### src/hdl/delayed_note_off_timer_table_core_assert.svh
// assertion macros shared by the timer table rtl
`ifndef DELAYED_NOTE_OFF_TIMER_TABLE_CORE_ASSERT_SVH
`define DELAYED_NOTE_OFF_TIMER_TABLE_CORE_ASSERT_SVH

// same-cycle implication, checked out of reset
`define DNOT_ASSERT_IMP(lbl, clk, rst_n, ante, cons) \
    lbl: assert property (@(posedge clk) disable iff (!(rst_n)) (ante) |-> (cons)) \
        else $error("dnot check failed");

// next-cycle implication, checked out of reset
`define DNOT_ASSERT_NXT(lbl, clk, rst_n, ante, cons) \
    lbl: assert property (@(posedge clk) disable iff (!(rst_n)) (ante) |=> (cons)) \
        else $error("dnot check failed");

`endif

### src/hdl/dnot_pkg.sv
package dnot_pkg;

    // most note-off words one tick may emit
    localparam int MAX_RESULTS = 8;
    localparam int CNT_W       = $clog2(MAX_RESULTS + 1);

    // command codes
    localparam logic CMD_SCHEDULE = 1'b0;
    localparam logic CMD_TICK     = 1'b1;

    // result kinds
    localparam logic KIND_REPLY = 1'b0;
    localparam logic KIND_OFF   = 1'b1;

    // schedule reply status
    localparam logic STATUS_STORED = 1'b0;
    localparam logic STATUS_FULL   = 1'b1;

    typedef struct packed {
        logic        cmd;
        logic [6:0]  note;
        logic [6:0]  program_req;
        logic [31:0] wait_ms;
        logic [31:0] now_ms;
    } t_in_word;

    typedef struct packed {
        logic       kind;
        logic       status;
        logic [6:0] off_note;
        logic [6:0] off_program;
        logic       last;
    } t_out_word;

    // one table entry as held in the slot ram
    typedef struct packed {
        logic [6:0]  note;
        logic [6:0]  program_req;
        logic [31:0] expiry;
    } t_slot;

    typedef enum logic [2:0] {
        S_IDLE,
        S_FIND,
        S_REPLY,
        S_SCAN,
        S_CMP,
        S_EMIT,
        S_EMIT_LD
    } t_state;

endpackage

### src/hdl/delayed_note_off_timer_table_core.sv
// Table of SLOTS one-shot note-off timers, worked by a small sequencer around
// one shared 32-bit adder and one slot ram with a registered read port. The
// input side takes one word at a time and is not ready until that word is
// done; a finished result sits in the output register, so the next word can
// be taken while it waits. A schedule word walks the active bits from slot 0
// to the first free one, or to the last slot when the table is full, and then
// sends its reply. A tick word reads and checks every slot through the ram and
// adder, one read and one compare per slot. If anything expired, the slots are
// walked again from slot 0 up to the last expired one, and each expired slot
// is read and emitted. Output stalls hold the reply and emit states. The table
// is empty right after reset; no clearing pass is needed.
`include "delayed_note_off_timer_table_core_assert.svh"

module delayed_note_off_timer_table_core #(
    parameter int SLOTS = 8
) (
    input  logic                 i_clk,
    input  logic                 i_rst_n,
    input  logic                 i_in_valid,
    output logic                 o_in_ready,
    input  dnot_pkg::t_in_word   i_in_word,
    output logic                 o_out_valid,
    input  logic                 i_out_ready,
    output dnot_pkg::t_out_word  o_out_word
);

    localparam int IW   = (SLOTS > 1) ? $clog2(SLOTS) : 1;
    localparam int SW   = $bits(dnot_pkg::t_slot);
    localparam logic [IW-1:0] LAST_IDX = IW'(SLOTS - 1);
    localparam logic [dnot_pkg::CNT_W-1:0] CNT_CAP = dnot_pkg::CNT_W'(dnot_pkg::MAX_RESULTS);

    dnot_pkg::t_state    r_state, n_state;
    dnot_pkg::t_in_word  r_in, n_in;
    logic [IW-1:0]       r_idx, n_idx;
    logic [SLOTS-1:0]    r_act, n_act;
    logic [SLOTS-1:0]    r_hit, n_hit;
    logic [dnot_pkg::CNT_W-1:0] r_cnt, n_cnt;
    logic                r_full, n_full;
    logic                r_out_valid, n_out_valid;
    dnot_pkg::t_out_word r_out, n_out;

    logic                w_in_acc;
    logic                w_out_free;
    logic                w_expired;
    logic [31:0]         w_opb;
    logic [31:0]         w_sum;
    logic                w_ram_we;
    dnot_pkg::t_slot     w_wslot;
    dnot_pkg::t_slot     w_rslot;
    logic [SW-1:0]       w_rdata;
    logic                w_reply_shown;
    logic                w_last_emit;

    assign w_in_acc   = i_in_valid && o_in_ready;
    assign w_out_free = !r_out_valid || i_out_ready;

    // slot storage: note, program and expiry per slot
    assign w_wslot.note        = r_in.note;
    assign w_wslot.program_req = r_in.program_req;
    assign w_wslot.expiry      = w_sum;

    dnot_ram #(
        .WIDTH(SW),
        .DEPTH(SLOTS)
    ) u_slot_ram (
        .i_clk  (i_clk),
        .i_we   (w_ram_we),
        .i_waddr(r_idx),
        .i_wdata(w_wslot),
        .i_raddr(r_idx),
        .o_rdata(w_rdata)
    );

    assign w_rslot = dnot_pkg::t_slot'(w_rdata);

    // shared adder: now + delay when scheduling, now - expiry when checking
    assign w_opb = (r_in.cmd == dnot_pkg::CMD_SCHEDULE) ? r_in.wait_ms : ~w_rslot.expiry;
    assign w_sum = r_in.now_ms + w_opb + {31'b0, (r_in.cmd == dnot_pkg::CMD_TICK)};

    // slot under check has expired and there is room for one more event
    assign w_expired = r_act[r_idx] && !w_sum[31] && (r_cnt < CNT_CAP);

    // next state
    always_comb begin
        n_state = r_state;
        case (r_state)
            dnot_pkg::S_IDLE: begin
                if (w_in_acc) begin
                    n_state = (i_in_word.cmd == dnot_pkg::CMD_SCHEDULE) ?
                              dnot_pkg::S_FIND : dnot_pkg::S_SCAN;
                end
            end
            dnot_pkg::S_FIND: begin
                if (!r_act[r_idx] || (r_idx == LAST_IDX)) begin
                    n_state = dnot_pkg::S_REPLY;
                end
            end
            dnot_pkg::S_REPLY: begin
                if (w_out_free) begin
                    n_state = dnot_pkg::S_IDLE;
                end
            end
            dnot_pkg::S_SCAN: begin
                n_state = dnot_pkg::S_CMP;
            end
            dnot_pkg::S_CMP: begin
                if (r_idx != LAST_IDX) begin
                    n_state = dnot_pkg::S_SCAN;
                end else if (w_expired || (r_cnt != '0)) begin
                    n_state = dnot_pkg::S_EMIT;
                end else begin
                    n_state = dnot_pkg::S_IDLE;
                end
            end
            dnot_pkg::S_EMIT: begin
                if (r_hit[r_idx]) begin
                    n_state = dnot_pkg::S_EMIT_LD;
                end
            end
            dnot_pkg::S_EMIT_LD: begin
                if (w_out_free) begin
                    n_state = (r_cnt == dnot_pkg::CNT_W'(1)) ?
                              dnot_pkg::S_IDLE : dnot_pkg::S_EMIT;
                end
            end
            default: begin
                n_state = dnot_pkg::S_IDLE;
            end
        endcase
    end

    // datapath and outputs
    always_comb begin
        n_in        = r_in;
        n_idx       = r_idx;
        n_act       = r_act;
        n_hit       = r_hit;
        n_cnt       = r_cnt;
        n_full      = r_full;
        n_out       = r_out;
        n_out_valid = r_out_valid && !i_out_ready;
        w_ram_we    = 1'b0;
        case (r_state)
            dnot_pkg::S_IDLE: begin
                if (w_in_acc) begin
                    n_in  = i_in_word;
                    n_idx = '0;
                    n_cnt = '0;
                end
            end
            dnot_pkg::S_FIND: begin
                // store into the first free slot
                if (!r_act[r_idx]) begin
                    w_ram_we     = 1'b1;
                    n_act[r_idx] = 1'b1;
                    n_full       = dnot_pkg::STATUS_STORED;
                end else if (r_idx == LAST_IDX) begin
                    n_full = dnot_pkg::STATUS_FULL;
                end else begin
                    n_idx = r_idx + IW'(1);
                end
            end
            dnot_pkg::S_REPLY: begin
                if (w_out_free) begin
                    n_out_valid       = 1'b1;
                    n_out.kind        = dnot_pkg::KIND_REPLY;
                    n_out.status      = r_full;
                    n_out.off_note    = '0;
                    n_out.off_program = '0;
                    n_out.last        = 1'b1;
                end
            end
            dnot_pkg::S_SCAN: begin
                // ram read of r_idx in flight
            end
            dnot_pkg::S_CMP: begin
                // mark and free expired slot
                if (w_expired) begin
                    n_hit[r_idx] = 1'b1;
                    n_act[r_idx] = 1'b0;
                    n_cnt        = r_cnt + dnot_pkg::CNT_W'(1);
                end
                n_idx = (r_idx == LAST_IDX) ? '0 : r_idx + IW'(1);
            end
            dnot_pkg::S_EMIT: begin
                if (!r_hit[r_idx]) begin
                    n_idx = r_idx + IW'(1);
                end
            end
            dnot_pkg::S_EMIT_LD: begin
                if (w_out_free) begin
                    n_out_valid       = 1'b1;
                    n_out.kind        = dnot_pkg::KIND_OFF;
                    n_out.status      = dnot_pkg::STATUS_STORED;
                    n_out.off_note    = w_rslot.note;
                    n_out.off_program = w_rslot.program_req;
                    n_out.last        = (r_cnt == dnot_pkg::CNT_W'(1));
                    n_hit[r_idx]      = 1'b0;
                    n_cnt             = r_cnt - dnot_pkg::CNT_W'(1);
                end
            end
            default: begin
            end
        endcase
    end

    // control registers
    always_ff @(posedge i_clk) begin
        if (!i_rst_n) begin
            r_state     <= dnot_pkg::S_IDLE;
            r_act       <= '0;
            r_hit       <= '0;
            r_cnt       <= '0;
            r_idx       <= '0;
            r_out_valid <= 1'b0;
        end else begin
            r_state     <= n_state;
            r_act       <= n_act;
            r_hit       <= n_hit;
            r_cnt       <= n_cnt;
            r_idx       <= n_idx;
            r_out_valid <= n_out_valid;
        end
    end

    // payload registers
    always_ff @(posedge i_clk) begin
        r_in   <= n_in;
        r_full <= n_full;
        r_out  <= n_out;
    end

    assign o_in_ready  = (r_state == dnot_pkg::S_IDLE);
    assign o_out_valid = r_out_valid;
    assign o_out_word  = r_out;

    // check terms
    assign w_reply_shown = o_out_valid && (o_out_word.kind == dnot_pkg::KIND_REPLY);
    assign w_last_emit   = (r_state == dnot_pkg::S_EMIT_LD) && w_out_free &&
                           (r_cnt == dnot_pkg::CNT_W'(1));

    // checks
    `DNOT_ASSERT_IMP(a_busy_not_ready, i_clk, i_rst_n, r_state != dnot_pkg::S_IDLE, !o_in_ready)
    `DNOT_ASSERT_IMP(a_hit_freed, i_clk, i_rst_n, 1'b1, (r_hit & r_act) == '0)
    `DNOT_ASSERT_IMP(a_cnt_cap, i_clk, i_rst_n, 1'b1, r_cnt <= CNT_CAP)
    `DNOT_ASSERT_IMP(a_reply_last, i_clk, i_rst_n, w_reply_shown, o_out_word.last)
    `DNOT_ASSERT_NXT(a_idle_clean, i_clk, i_rst_n, w_last_emit, r_hit == '0)

endmodule

### src/hdl/dnot_ram.sv
module dnot_ram #(
    parameter int WIDTH = 46,
    parameter int DEPTH = 8
) (
    input  logic                                   i_clk,
    input  logic                                   i_we,
    input  logic [((DEPTH > 1) ? $clog2(DEPTH) : 1)-1:0] i_waddr,
    input  logic [WIDTH-1:0]                       i_wdata,
    input  logic [((DEPTH > 1) ? $clog2(DEPTH) : 1)-1:0] i_raddr,
    output logic [WIDTH-1:0]                       o_rdata
);

    logic [WIDTH-1:0] r_mem [DEPTH];

    // one write port, registered read port
    always_ff @(posedge i_clk) begin
        if (i_we) begin
            r_mem[i_waddr] <= i_wdata;
        end
        o_rdata <= r_mem[i_raddr];
    end

endmodule

### config.mk
export PLATFORM = sky130hd
export DESIGN_NAME = delayed_note_off_timer_table_core
export DESIGN_NICKNAME = d
export VERILOG_FILES = /design/src/hdl/dnot_pkg.sv /design/src/hdl/delayed_note_off_timer_table_core.sv /design/src/hdl/dnot_ram.sv
export VERILOG_INCLUDE_DIRS = /design/src /design/src/hdl
export SDC_FILE = /design/constraint.sdc
export NUM_CORES = 1
export LEC_CHECK = 0
export BUFFER_PORTS_ARGS = -buffer_cell sky130_fd_sc_hd__clkbuf_2
export CAP_MARGIN = 10
export CORE_MARGIN = 2
export CORE_UTILIZATION = 25
export CTS_CLUSTER_SIZE = 25
export DETAILED_ROUTE_END_ITERATION = 10
export PLACE_DENSITY = 0.44
export SYNTH_ARGS = -nofsm -noshare
export SYNTH_HDL_FRONTEND = slang
export SYNTH_HIERARCHICAL = 1
export SYNTH_SLANG_ARGS = --single-unit
export TNS_END_PERCENT = 50
### constraint.sdc
create_clock -name i_clk -period 5.8 [get_ports i_clk]
set_input_delay 0.87 -clock i_clk [delete_from_list [all_inputs] [get_ports i_clk]]
set_output_delay 0.87 -clock i_clk [all_outputs]
set_load 0.02 [all_outputs]
# [After elaboration in Yosys (flattened, before gate mapping)]
# Memories as Yosys holds them, arrays and structs flattened. A register that Yosys moved wholly into a read port is not among the register bits.
# Cells that the tools add are included.
[totals] register_bits=124 mem_bits_rw=368 in_bits=83 output_inout_bits=19 wordCells=123 memories=1
[classes] addsub=5 order_cmp=3 n_eq_ne=20 n_mux=43 bitwise=6 n_reduce_logical=28
[mem_list] name="u_slot_ram.r_mem" depth=8 word_bits=46 read_ports=1 rd_clocked_by_memory_dff=1 wr=1 line_no="dnot_ram.sv:13" text="logic [WIDTH-1:0] r_mem [DEPTH];"
[ops] op="3-bit 2-to-1 mux" count=13
[ops] op="17-bit 2-to-1 mux" count=2
[ops] op="17-bit case mux with 2 select lines" count=1
[ops] op="32-bit by 1-bit adder with 32-bit output" count=1
[ops] op="32-bit adder" count=1
[ops] op="32-bit 2-to-1 mux" count=1
[ops] op="8-bit 2-to-1 mux" count=4
[ops] op="32-bit NOT" count=1
[ops] op="8-bit case mux with 2 select lines" count=2
[ops] op="3-bit case mux with 7 select lines" count=1
[ops] op="2-bit != test, second input constant" count=9
[ops] op="8-bit bitwise AND" count=2
[ops] op="8-bit bitwise OR" count=2
[ops] op="3-bit == test, second input constant" count=4
[ops] op="4-bit 2-to-1 mux" count=3
[ops] op="3-bit case mux with 4 select lines" count=1
[ops] op="4-bit case mux with 3 select lines" count=1
[ops] op="1-bit 2-to-1 mux" count=10
[ops] op="5-bit AND reduction" count=2
[ops] op="3-bit AND reduction" count=3
[ops] op="8-bit NOT" count=1
[ops] op="4-bit nonzero test" count=2
[ops] op="1-bit binary-select mux with 3-bit select" count=2
[ops] op="3-bit by 2-bit == test with 1-bit output, second input constant" count=2
[ops] op="other kinds (21)" count=34

# [Depth between registers and ports, before layout]
# Gate-level depths: netlist (run 1).
[depth] ltp_word=11 depth_mapped=17 ltp_nobuf=14

# [Modules after synthesis]
# The synthesis (run 1) kept the hierarchy.
[by_module_without_submodules] module="dnot_ram" n_inst=1 cells_per_inst=590 area_each_um2=15041.9 seq_area_each_um2=11971.5
[by_module_without_submodules] module="delayed_note_off_timer_table_core" n_inst=1 cells_per_inst=602 area_each_um2=6523.8 seq_area_each_um2=3453.3

# [Least setup slack after synthesis (run 1)]
# Ideal clock, no wire load.
[synth_timing] kind="register to register" start="register r_idx[2]" end="memory u_slot_ram.r_mem[4][0] (enable)" t_arrival_ns=5.233 required_time_ns=5.294 path_slack_ns=0.061 path_stages_with_launch=8 n_path_buf=0 path_cell_list="dfxtp_1 mux2_1 a221o_1 a221oi_2 inv_1 nor3_2 nand2_1 nor3_1"
[synth_via] elab_chain_len=6
[synth_rtl] item="start: declaration" line_no="delayed_note_off_timer_table_core.sv:34" text="logic [IW-1:0] r_idx, n_idx;"
[synth_rtl] item="start signal: assignment" line_no="delayed_note_off_timer_table_core.sv:221" text="r_idx <= n_idx;"
[synth_rtl] item="1-bit binary-select mux with 3-bit select" line_no="delayed_note_off_timer_table_core.sv:153" text="if (!r_act[r_idx]) begin"
[synth_rtl] item="1-bit 2-to-1 mux (not written as such)" line_no="delayed_note_off_timer_table_core.sv:153"
[synth_rtl] item="1-bit 2-to-1 mux" line_no="delayed_note_off_timer_table_core.sv:153"
[synth_rtl] item="1-bit 2-to-1 mux" line_no="delayed_note_off_timer_table_core.sv:143" text="case (r_state)"
[synth_rtl] item="net w_ram_we" line_no="delayed_note_off_timer_table_core.sv:47" text="logic w_ram_we;"
[synth_rtl] item="1-bit 2-to-1 mux" line_no="dnot_ram.sv:17" text="if (i_we) begin"
[synth_rtl] item="1-bit 2-to-1 mux (not written as such)" line_no="dnot_ram.sv:18" text="r_mem[i_waddr] <= i_wdata;"
[synth_rtl] item="end: declaration" line_no="dnot_ram.sv:13"
# The timed path passes the listed nets, and every way through them passes these cells. The select of a mux whose other input is x is not followed.

==> results of run 1 <==
## through the flow
| step | utilization [%] | total power (W) | setup WS (ns) | std cells |
|---|---|---|---|---|
| after floorplan | - | 0.005408 | 0.06075 | 1192 |
| after global placement | 27.58 | 0.005735 | 1.364 | 2410 |
| after detailed placement | 27.58 | 0.005766 | 1.262 | 2410 |
| after CTS | 29.83 | 0.009521 | 1.221 | 2521 |
| after global routing | 29.83 | 0.009780 | 0.8443 | 2521 |
| final | 29.83 | 0.009376 | 1.220 | 2521 |
## worst register-to-register path, stage by stage, from the launching register on
cell and delay, ns:
edfxtp_1 0.44, buf_12 0.21, nand2_1 0.22, o21ai_0 0.11
fa_1 0.41, nor2b_1 0.17, o2111ai_1 0.16, a211oi_1 0.65
o2111ai_1 0.46, a211o_1 0.42, o211ai_2 0.15, a22oi_2 0.31
or3b_1 0.51, o221a_1 0.25
## sequential cells by signal, indices dropped and copies added (netlist names), named ones only
signal / flops
r_cnt: 4
r_full: 1
o_out_word: 17
r_state: 3
u_slot_ram/o_rdata: 46
o_out_valid: 1
r_idx: 3
u_slot_ram/r_mem: 368
r_in: 79
## placed cells by master, fill, tap and decap left out, drive strengths merged, types with 8 or more instances in the layout
cell,Yosys,routed
dfxtp,73,73
clkbuf,18,182
ha,36,36
xnor2,21,21
clkinv,0,20
and2,16,16
edfxtp,465,465
mux2,48,48
nor2,63,63
buf,27,18
o21a,9,9
nor3,12,12
o21ai,25,25
a21o,12,12
nand2b,8,8
nand2,46,46
inv,26,28
mux4,94,94
o21bai,9,9
a21oi,70,70
nand3,16,16
## cell families (layout without fill, tap and decap cells)
group	Yosys count	in the layout	synth area share, %
buf+inv	71	256	1.845
xor+xnor	28	28	1.137
mux	148	148	13.61
simple gates	190	190	4.189
fa+ha+maj	38	38	2.274
flops	538	538	71.52
compound gates	179	179	5.419
## per-layer routing
metal | share of wire, % | vias up
li1 | - | 5068
met1 | 47 | 5620
met2 | 47 | 204
met3 | 4.0 | 68
met4 | 1.8 | 0
met5 | 0 | -
## power by group through the flow
stage	sequential (W)	combinational, W	clock [W]
after floorplan	0.00474	0.000665	0
after global placement	0.00478	0.000956	0
after detailed placement	0.00478	0.000986	0
after CTS	0.00470	0.000991	0.00383
after global routing	0.00471	0.00109	0.00398
final	0.00470	0.000973	0.00371
## worst min-delay path by stage
| stage | end | slack [ns] | cells after the start | start |
|---|---|---|---|---|
| final | r_in[70]$_DFFE_PP_ | 0.42 | 1 | i_in_word[70] |
| after global routing | r_in[70]$_DFFE_PP_ | 0.38 | 1 | i_in_word[70] |
| after global placement | register | 0.45 | 2 | register |
| after floorplan | register | 0.43 | 2 | register |
| after CTS | r_in[70]$_DFFE_PP_ | 0.36 | 1 | i_in_word[70] |
| after detailed placement | register | 0.45 | 2 | register |
## area by class of cell
type	count	area [µm²]	area share [%]
Multi-Input combinational cell	583	5801	22.80
Inverter	26	100.1	0.3934
Sequential cell	538	15430	60.66
Tap cell	1144	1431	5.626
Timing Repair Buffer	119	753.2	2.961
Clock inverter	30	332.8	1.308
Clock buffer	81	1590	6.251
==> run metrics, run 1 <==
nets@finish roughly 1.4k; CP dominant cell by count o2111ai_1; vias in the first global route 11.38k; Power Density around 370 nW/µm²; Synth-to-Final Area Change 17.97%; Finish-stage setup viols 0; Most Crowded Layer GR met2; overall routing resource usage 10.93%; number of post-CTS setup repair buffers 0; crit start category register; sequential power share approximately half; Syn. warnings 6; DR pass1 iterations 5; Mapped Area about 22000 µm²; CTS clock-pin slew for the worst setup and hold paths 0.06 ns; number of port buffers between 100 and 150; CTS Root Cell clkbuf_16; most common cell in the netlist edfxtp_1; Syn Nets 1313; Routed WL slightly below 50000 µm; top cells by count, synth 465 x edfxtp_1, 73 x dfxtp_1, 68 x a21oi_1, 63 x nor2_1, 58 x mux4_1; # Max-Cap Violations 0; slowest CP cell a211oi_1; Post-route DRC 0; Crit path depth 13; EDFF count, synth about 470; Hold Vio Cnt, Final 0; initial antenna violation count 0; top cells by area, synth edfxtp_1 65%, mux4_1 7.1%, dfxtp_1 6.8%; CTS tree built; share of layout cells above drive strength 1 a little under a quarter; Routed WL per cell between 15 and 20 µm; CTS H-tree lvls 2; Rows ~110; final hold slack 0.4154 ns; WP data required between 6 and 7 ns; Rel. slew slack a little under a third; share of the synthesized area in the top cell type between 60% and 70%; Slew Viols, Final 0; worst setup path start r_in[78]$_DFFE_PP_; Initial Util between 20% and 30%; final antenna-violating net count 0; HP Class input pin to register; max incr delay on CP between 0.6 and 0.7 ns; Crit path max-delay family compound AO/OA/AOI/OAI gates; Crit Path Category register to register; Int Power just over 0.007 W; die area 88630 µm²; Synth Flop Type edfxtp_1; RSZ-0062 raised after global routing false; GR Util met3 2.071%; Post-CTS Resized 0; total negative slack 0 ns; core area 85280 µm²; Worst setup EP type register; Filler cells around 8.4k; clk buf depth 3; grt met2 use between 10% and 20%; first-pass GRT wire length between 70000 and 80000 µm; Worst IR Drop VDD around 0.23 mV; Clk Latency, worst-skew pair a little over 0.6 ns; Post-Synthesis Cells ~1.2k; reg-to-reg startpoint r_in[78]$_DFFE_PP_; Tmin final 4.580 ns; NetSw around 0.0022 W; largest net degree at the start of global routing 65; Post-Layout Inst Area ~25000 µm²; static leakage around 8.3 nW; post-synthesis cell type count between 60 and 70; Net Sw Frac 23.89%; Die Wd 297.7 µm; Fmax between 200 and 250 MHz; Synth Area per Inst between 15 and 20 µm²; clock sink count ~540; total number of vias roughly 11k; WP data arrival 5.09 ns; Clock Skew 0.03639 ns; Die Ht 297.7 µm; WP buf/inv 1; total of flip-flops plus latches after synthesis ~540; vias per inst about 4.3; Clk pwr share about two fifths; placed instance area between 20000 and 25000 µm²; reg-to-reg slack, setup roughly 1.2 ns; CTS Buf Count 59; top fanout value on the critical path 64; outcome completed; gpl congestion ~0.72; I/O pin count ~100; detailed placement HPWL 29350 µm; met1 global-route usage between 15 and 20%; diode count 0; area leader, netlist edfxtp_1; Overflow after GRT 0; Tcrit/Tclk final about four fifths; Gate power share about a tenth; sequential-to-total area share from yosys stat between 70 and 80%; worst slew pin tran 1.031 ns; cts hold-fix bufs 0; reg2reg path depth 13; ys async rst share 0%; initial drt markers approximately 760; cells along the critical path buf_12 -> nand2_1 -> o21ai_0 -> fa_1 -> nor2b_1 -> o2111ai_1 -> a211oi_1 -> o2111ai_1 -> a211o_1 -> o211ai_2 -> a22oi_2 -> or3b_1 -> o221a_1
(Power assumes the default switching activity.)
==> inputs of run 2 (changes only) <==
Settings changed: PLACE_DENSITY 0.44 to 0.42.
Clock period 5.8 ns to 4.7 ns, I/O delays scaled along.
==> run 2 against run 1 <==
Sequential power rose by 23%. Design area rose by 0.94%. Die area did not move. Flip-flop and latch count did not move. Final cell count rose by 0.48%. Wire length rose by 3.0%. Power rose by 26%. Non-clock buffer count rose by 10. Critical path depth rose by 1. Count of clock-buffer cells in the layout rose by 2.
==> run metrics, run 2 (synthesis results as in run 1) <==
total negative slack 0 ns; overall routing resource usage a little under an eighth; cells along the critical path buf_4 -> o21ai_0 -> fa_1 -> inv_1 -> fa_1 -> a211oi_1 -> o21a_1 -> o2bb2ai_1 -> a211oi_1 -> o221ai_1 -> o21ai_0 -> o21bai_1 -> a21oi_1 -> xnor2_1; DR pass1 iterations 4; core area 85280 µm²; HP Class input pin to register; NetSw approximately 0.0028 W; CTS clock-pin slew for the worst setup and hold paths ~0.060 ns; vias in the first global route approximately 12k; worst r2r dst u_slot_ram/r_mem[6][30]$_DFFE_PP_; Slew Viols, Final 0; Worst IR Drop VDD about 0.27 mV; Finish-stage setup viols 0; Gate power share about a tenth; CTS tree built; number of port buffers slightly above 100; crit start category register; Top Registers u_slot_ram/r_mem: 368 flops, r_in: 79 flops, u_slot_ram/o_rdata: 46 flops; static leakage 8.444 nW; worst setup path start r_in[78]$_DFFE_PP_; final antenna-violating net count 0; clk buf depth 3; Int Power around 0.009 W; WHS Path Cells 1; most frequent cells in the layout 465 x edfxtp_1, 101 x clkbuf_2, 70 x dfxtp_1; sequential power share between 40 and 50%; max reg flops 368; gpl congestion approximately 0.75; multi-input logic area 5807 µm²; initial antenna violation count 1; reg-to-reg startpoint r_in[78]$_DFFE_PP_; worst slew pin tran between 1 and 1.5 ns; Net Sw Frac 23.77%; Hold Vio Cnt, Final 0; first-pass GRT wire length approximately 76000 µm; diode count 0; Clk Latency, worst-skew pair a little over 0.6 ns; CP endpoint u_slot_ram/r_mem[6][30]$_DFFE_PP_; outcome completed; Reg with most FFs u_slot_ram/r_mem; Worst setup EP type register; Post-route DRC 0; cts hold-fix bufs 0; largest net degree at the start of global routing between 60 and 70; slowest CP cell edfxtp_1; RSZ-0062 raised after global routing false; nets@finish approximately 1.5k; Clock Skew between 0.02 and 0.025 ns; Filler cells 8394; total number of vias roughly 11k; max incr delay on CP around 0.44 ns; number of post-CTS setup repair buffers 0; Clk pwr share 40.8%; CTS Buf Count 60; Routed WL per cell approximately 20 µm; commonest non-fill, non-tap cell in the layout edfxtp_1; die area between 80000 and 90000 µm²; CTS Root Cell clkbuf_16; Synth-to-Final Area Change 19.08%; reg2reg path depth 14; WP buf/inv 2; Rows approximately 110; vias per inst between 4 and 5; Post-CTS Resized 0; register area about 15000 µm²; share of layout cells above drive strength 1 23.90%; Tmin final roughly 4.2 ns; Die Ht between 200 and 300 µm; initial drt markers slightly below 600; clock sink count approximately 540; Overflow after GRT 0; Initial Util 25.29%; Die Wd just under 300 µm; reg-to-reg slack, setup ~0.48 ns; CTS H-tree lvls 2; # Max-Cap Violations 0; Crit path depth 14; Crit Path Category register to register; Rel. slew slack a little over a quarter; Fmax 236.7 MHz; detailed placement HPWL approximately 30000 µm; Crit path max-delay family compound AO/OA/AOI/OAI gates; Non-Filler Instances ~2.5k; WP data required around 5 ns; Routed WL about 51000 µm; Power Density about 460 nW/µm²; WP data arrival roughly 4.6 ns; Tcrit/Tclk final about 90%; top fanout value on the critical path 17; placed insts around 2.4k; I/O pin count 102; total chip power between 0.01 and 0.015 W
-- run 2: cell types whose count changed in the layout (fill, tap and decap cells not counted), moves of 2 or more --
cell	previous run	this run
clkinv_1	5	3
buf_4	9	17
buf_12	9	11
clkbuf_1	20	14
clkbuf_8	1	9
-- run 2: power groups by stage --
stage	Clock, W	Sequential (W)	Combinational (W)
after global placement	0	0.00590	0.00118
after detailed placement	0	0.00590	0.00121
after floorplan	0	0.00585	0.000820
after CTS	0.00498	0.00581	0.00121
final	0.00482	0.00580	0.00119
after global routing	0.00514	0.00582	0.00133
-- run 2: worst min-delay path by stage --
stage	from	to	slack (ns)
detailed placement	register	register	0.45
global route	i_in_word[43]	r_in[43]$_DFFE_PP_	0.22
CTS	i_in_word[11]	r_in[11]$_DFFE_PP_	0.21
global placement	register	register	0.45
finish	i_in_word[71]	r_in[71]$_DFFE_PP_	0.25
floorplan	register	register	0.43
-- run 2: final cells by class --
class                           instances  share of cell area, %
Clock buffer                           83                  6.533
Clock inverter                         30                  1.471
Timing Repair Buffer                  129                  3.323
Multi-Input combinational cell        583                  22.61
Sequential cell                       538                  60.10
Tap cell                             1144                  5.574
Inverter                               26                 0.3898
-- run 2: through the flow --
stage | instance area [µm²] | hold WS [ns] | worst slack, ns | utilization (%)
detailed placement | 23630 | 0.4543 | 0.5195 | 27.70
global placement | 23630 | 0.4481 | 0.6044 | 27.70
finish | 25680 | 0.2543 | 0.4751 | 30.11
CTS | 25680 | 0.2077 | 0.4435 | 30.11
floorplan | 21570 | 0.4315 | -1.038 | -
global route | 25680 | 0.2198 | 0.2128 | 30.11
-- run 2: metal layers --
metal | up-vias | routed length (µm) | global-route usage [%]
met5 | - | 0 | 0
met4 | 0 | 1033 | 3.018
met3 | 66 | 1675 | 1.772
met2 | 194 | 24600 | 18.94
met1 | 5759 | 23370 | 15.20
li1 | 5093 | - | -
-- run 2: worst reg2reg max path, cell delays in order (launching register included) --
cell and delay, ns:
edfxtp_1 0.44, buf_4 0.22, o21ai_0 0.25, fa_1 0.25
inv_1 0.06, fa_1 0.42, a211oi_1 0.31, o21a_1 0.19
o2bb2ai_1 0.14, a211oi_1 0.43, o221ai_1 0.29, o21ai_0 0.35
o21bai_1 0.10, a21oi_1 0.19, xnor2_1 0.32
==> inputs of run 3 (changes only) <==
Settings changed: RECOVER_POWER from default to 50.
==> run 3 against run 2 <==
The run now ends with capacitance limit, slew limit left. Power is essentially flat. Non-clock buffer count is the same. Worst hold slack gained 0.0018 ns. Setup slack lost 0.060 ns. Register-to-register slack lost 0.06 ns. Largest power group unchanged.
==> run metrics, run 3 (synthesis results as in run 1) <==
outcome finished with violations; failing checks capacitance limit, slew limit; Most Crowded Layer GR met2; WP data arrival between 4 and 5 ns; Reg with most FFs u_slot_ram/r_mem; clk buf depth 3; nets@finish between 1k and 1.5k; Finish-stage setup viols 0; crit start category register; initial antenna violation count 1; CTS Root Cell clkbuf_16; Clk Latency, worst-skew pair approximately 0.62 ns; Fmax roughly 230 MHz; register area roughly 15000 µm²; multi-input logic area roughly 5800 µm²; static leakage roughly 8.3 nW; met1 global-route usage 15.20%; number of port buffers around 100; total number of vias 11.09k; CTS Buf Count 60; Rel. slew slack -34.33%; I/O pin count a little over 100; Routed WL around 51000 µm; Tcrit/Tclk final 91.16%; NetSw around 0.0028 W; final setup margin roughly 0.42 ns; max reg flops roughly 370; Worst IR Drop VDD between 0.2 and 0.3 mV; RSZ-0062 raised after global routing false; initial drt markers approximately 580; worst slew pin tran 2.015 ns; Slew Viols, Final around 140; CTS H-tree lvls 2; Crit Path Category register to register; reg-to-reg slack, setup 0.42 ns; final hold slack 0.2561 ns; Non-Filler Instances between 2k and 3k; Tmin final around 4.3 ns; most frequent cells in the layout 465 x edfxtp_1, 71 x dfxtp_1, 68 x a21oi_1; grt met2 use around a fifth; first-pass GRT wire length between 70000 and 80000 µm; WP data required 5.00 ns; Overflow after GRT 0; Gate power share between 10% and 20%; Synth-to-Final Area Change 18.41%; CTS tree built; Initial Util between 20% and 30%; share of layout cells above drive strength 1 between 20% and 30%; Post-route DRC 0; GR Util met3 under 10%; total negative slack 0 ns; Worst setup EP type register; placed insts around 2.4k; Rows 107; Net Sw Frac 23.79%; commonest non-fill, non-tap cell in the layout edfxtp_1; DR pass1 iterations 4; Final Util approximately 30%; Power Density around 460 nW/µm²; Hold Vio Cnt, Final 0; clock sink count between 500 and 600; number of post-CTS setup repair buffers 0; core area 85280 µm²; diode count 0; Die Wd slightly below 300 µm; # Max-Cap Violations 3; HP Class input pin to register; die area about 89000 µm²; CTS clock-pin slew for the worst setup and hold paths about 0.06 ns; Top Registers u_slot_ram/r_mem: 368 flops, r_in: 79 flops, u_slot_ram/o_rdata: 46 flops; Int Power 0.009000 W; Post-Place Setup Slack between 0.5 and 0.6 ns; vias in the first global route 11.70k; cts hold-fix bufs 0; detailed placement HPWL between 30000 and 40000 µm; Filler cells ~8.4k; Clk pwr share 40.8%; vias per inst around 4.4; final antenna-violating net count 0; gpl congestion around 0.75; largest net degree at the start of global routing between 60 and 70; Clock Skew between 0.02 and 0.025 ns; Post-CTS Resized 0; sequential power share around 49%; top fanout value on the critical path 22; Routed WL per cell around 20 µm; overall routing resource usage between 10% and 20%; Die Ht 297.7 µm
==> run 3: cell count changes in the layout (fill, tap and decap cells not counted), sizes merged <==
cell    before  now
clkbuf     184  192
buf         28   20
==> run 3: final cells by class <==
cell class                      instances  share of cell area (%)
Timing Repair Buffer                  129                   2.950
Sequential cell                       538                   60.42
Tap cell                             1144                   5.605
Inverter                               26                  0.3822
Clock buffer                           83                   6.571
Multi-Input combinational cell        583                   22.59
Clock inverter                         30                   1.480
==> run 3: metrics by stage <==
stage | instance area (µm²) | total power, W
6_report | 25540 | 0.01181
5_1_grt | 25540 | 0.01228
4_1_cts | 25680 | 0.01200
3_3_place_gp | 23630 | 0.007085
3_5_place_dp | 23630 | 0.007113
2_1_floorplan | 21570 | 0.006674
==> run 3: final timing paths <==
check	start	to	depth (start not counted)
worst max register to register	r_idx[2]$_SDFFE_PN0P_	u_slot_ram/r_mem[1][17]$_DFFE_PP_	9
worst max-delay path	r_idx[2]$_SDFFE_PN0P_	u_slot_ram/r_mem[1][17]$_DFFE_PP_	9
worst min register to register	register	register	2
worst min-delay path	i_in_word[71]	r_in[71]$_DFFE_PP_	1
==> run 3: power by group through the flow <==
stage / registers [W] / logic (W) / clock network [W]
floorplan: 0.00585 / 0.000820 / 0
global placement: 0.00590 / 0.00118 / 0
detailed placement: 0.00590 / 0.00121 / 0
CTS: 0.00581 / 0.00121 / 0.00498
global route: 0.00582 / 0.00132 / 0.00514
finish: 0.00580 / 0.00118 / 0.00482
==> run 3: worst max-delay path, cell delays in order, from the launching register on <==
cell	delay [ns]
dfxtp_1	0.72
mux2_1	0.39
a221o_1	0.36
a221oi_1	0.26
clkbuf_1	0.32
inv_1	0.14
nor3_2	0.43
nand2b_1	0.27
nor2_1	0.72
buf_12	0.30
==> run 3: per-layer routing <==
layer | wire length [µm] | vias up
li1 | - | 5086
met1 | 23590 | 5750
met2 | 24570 | 184
met3 | 1500 | 66
met4 | 1054 | 0
met5 | 0 | -
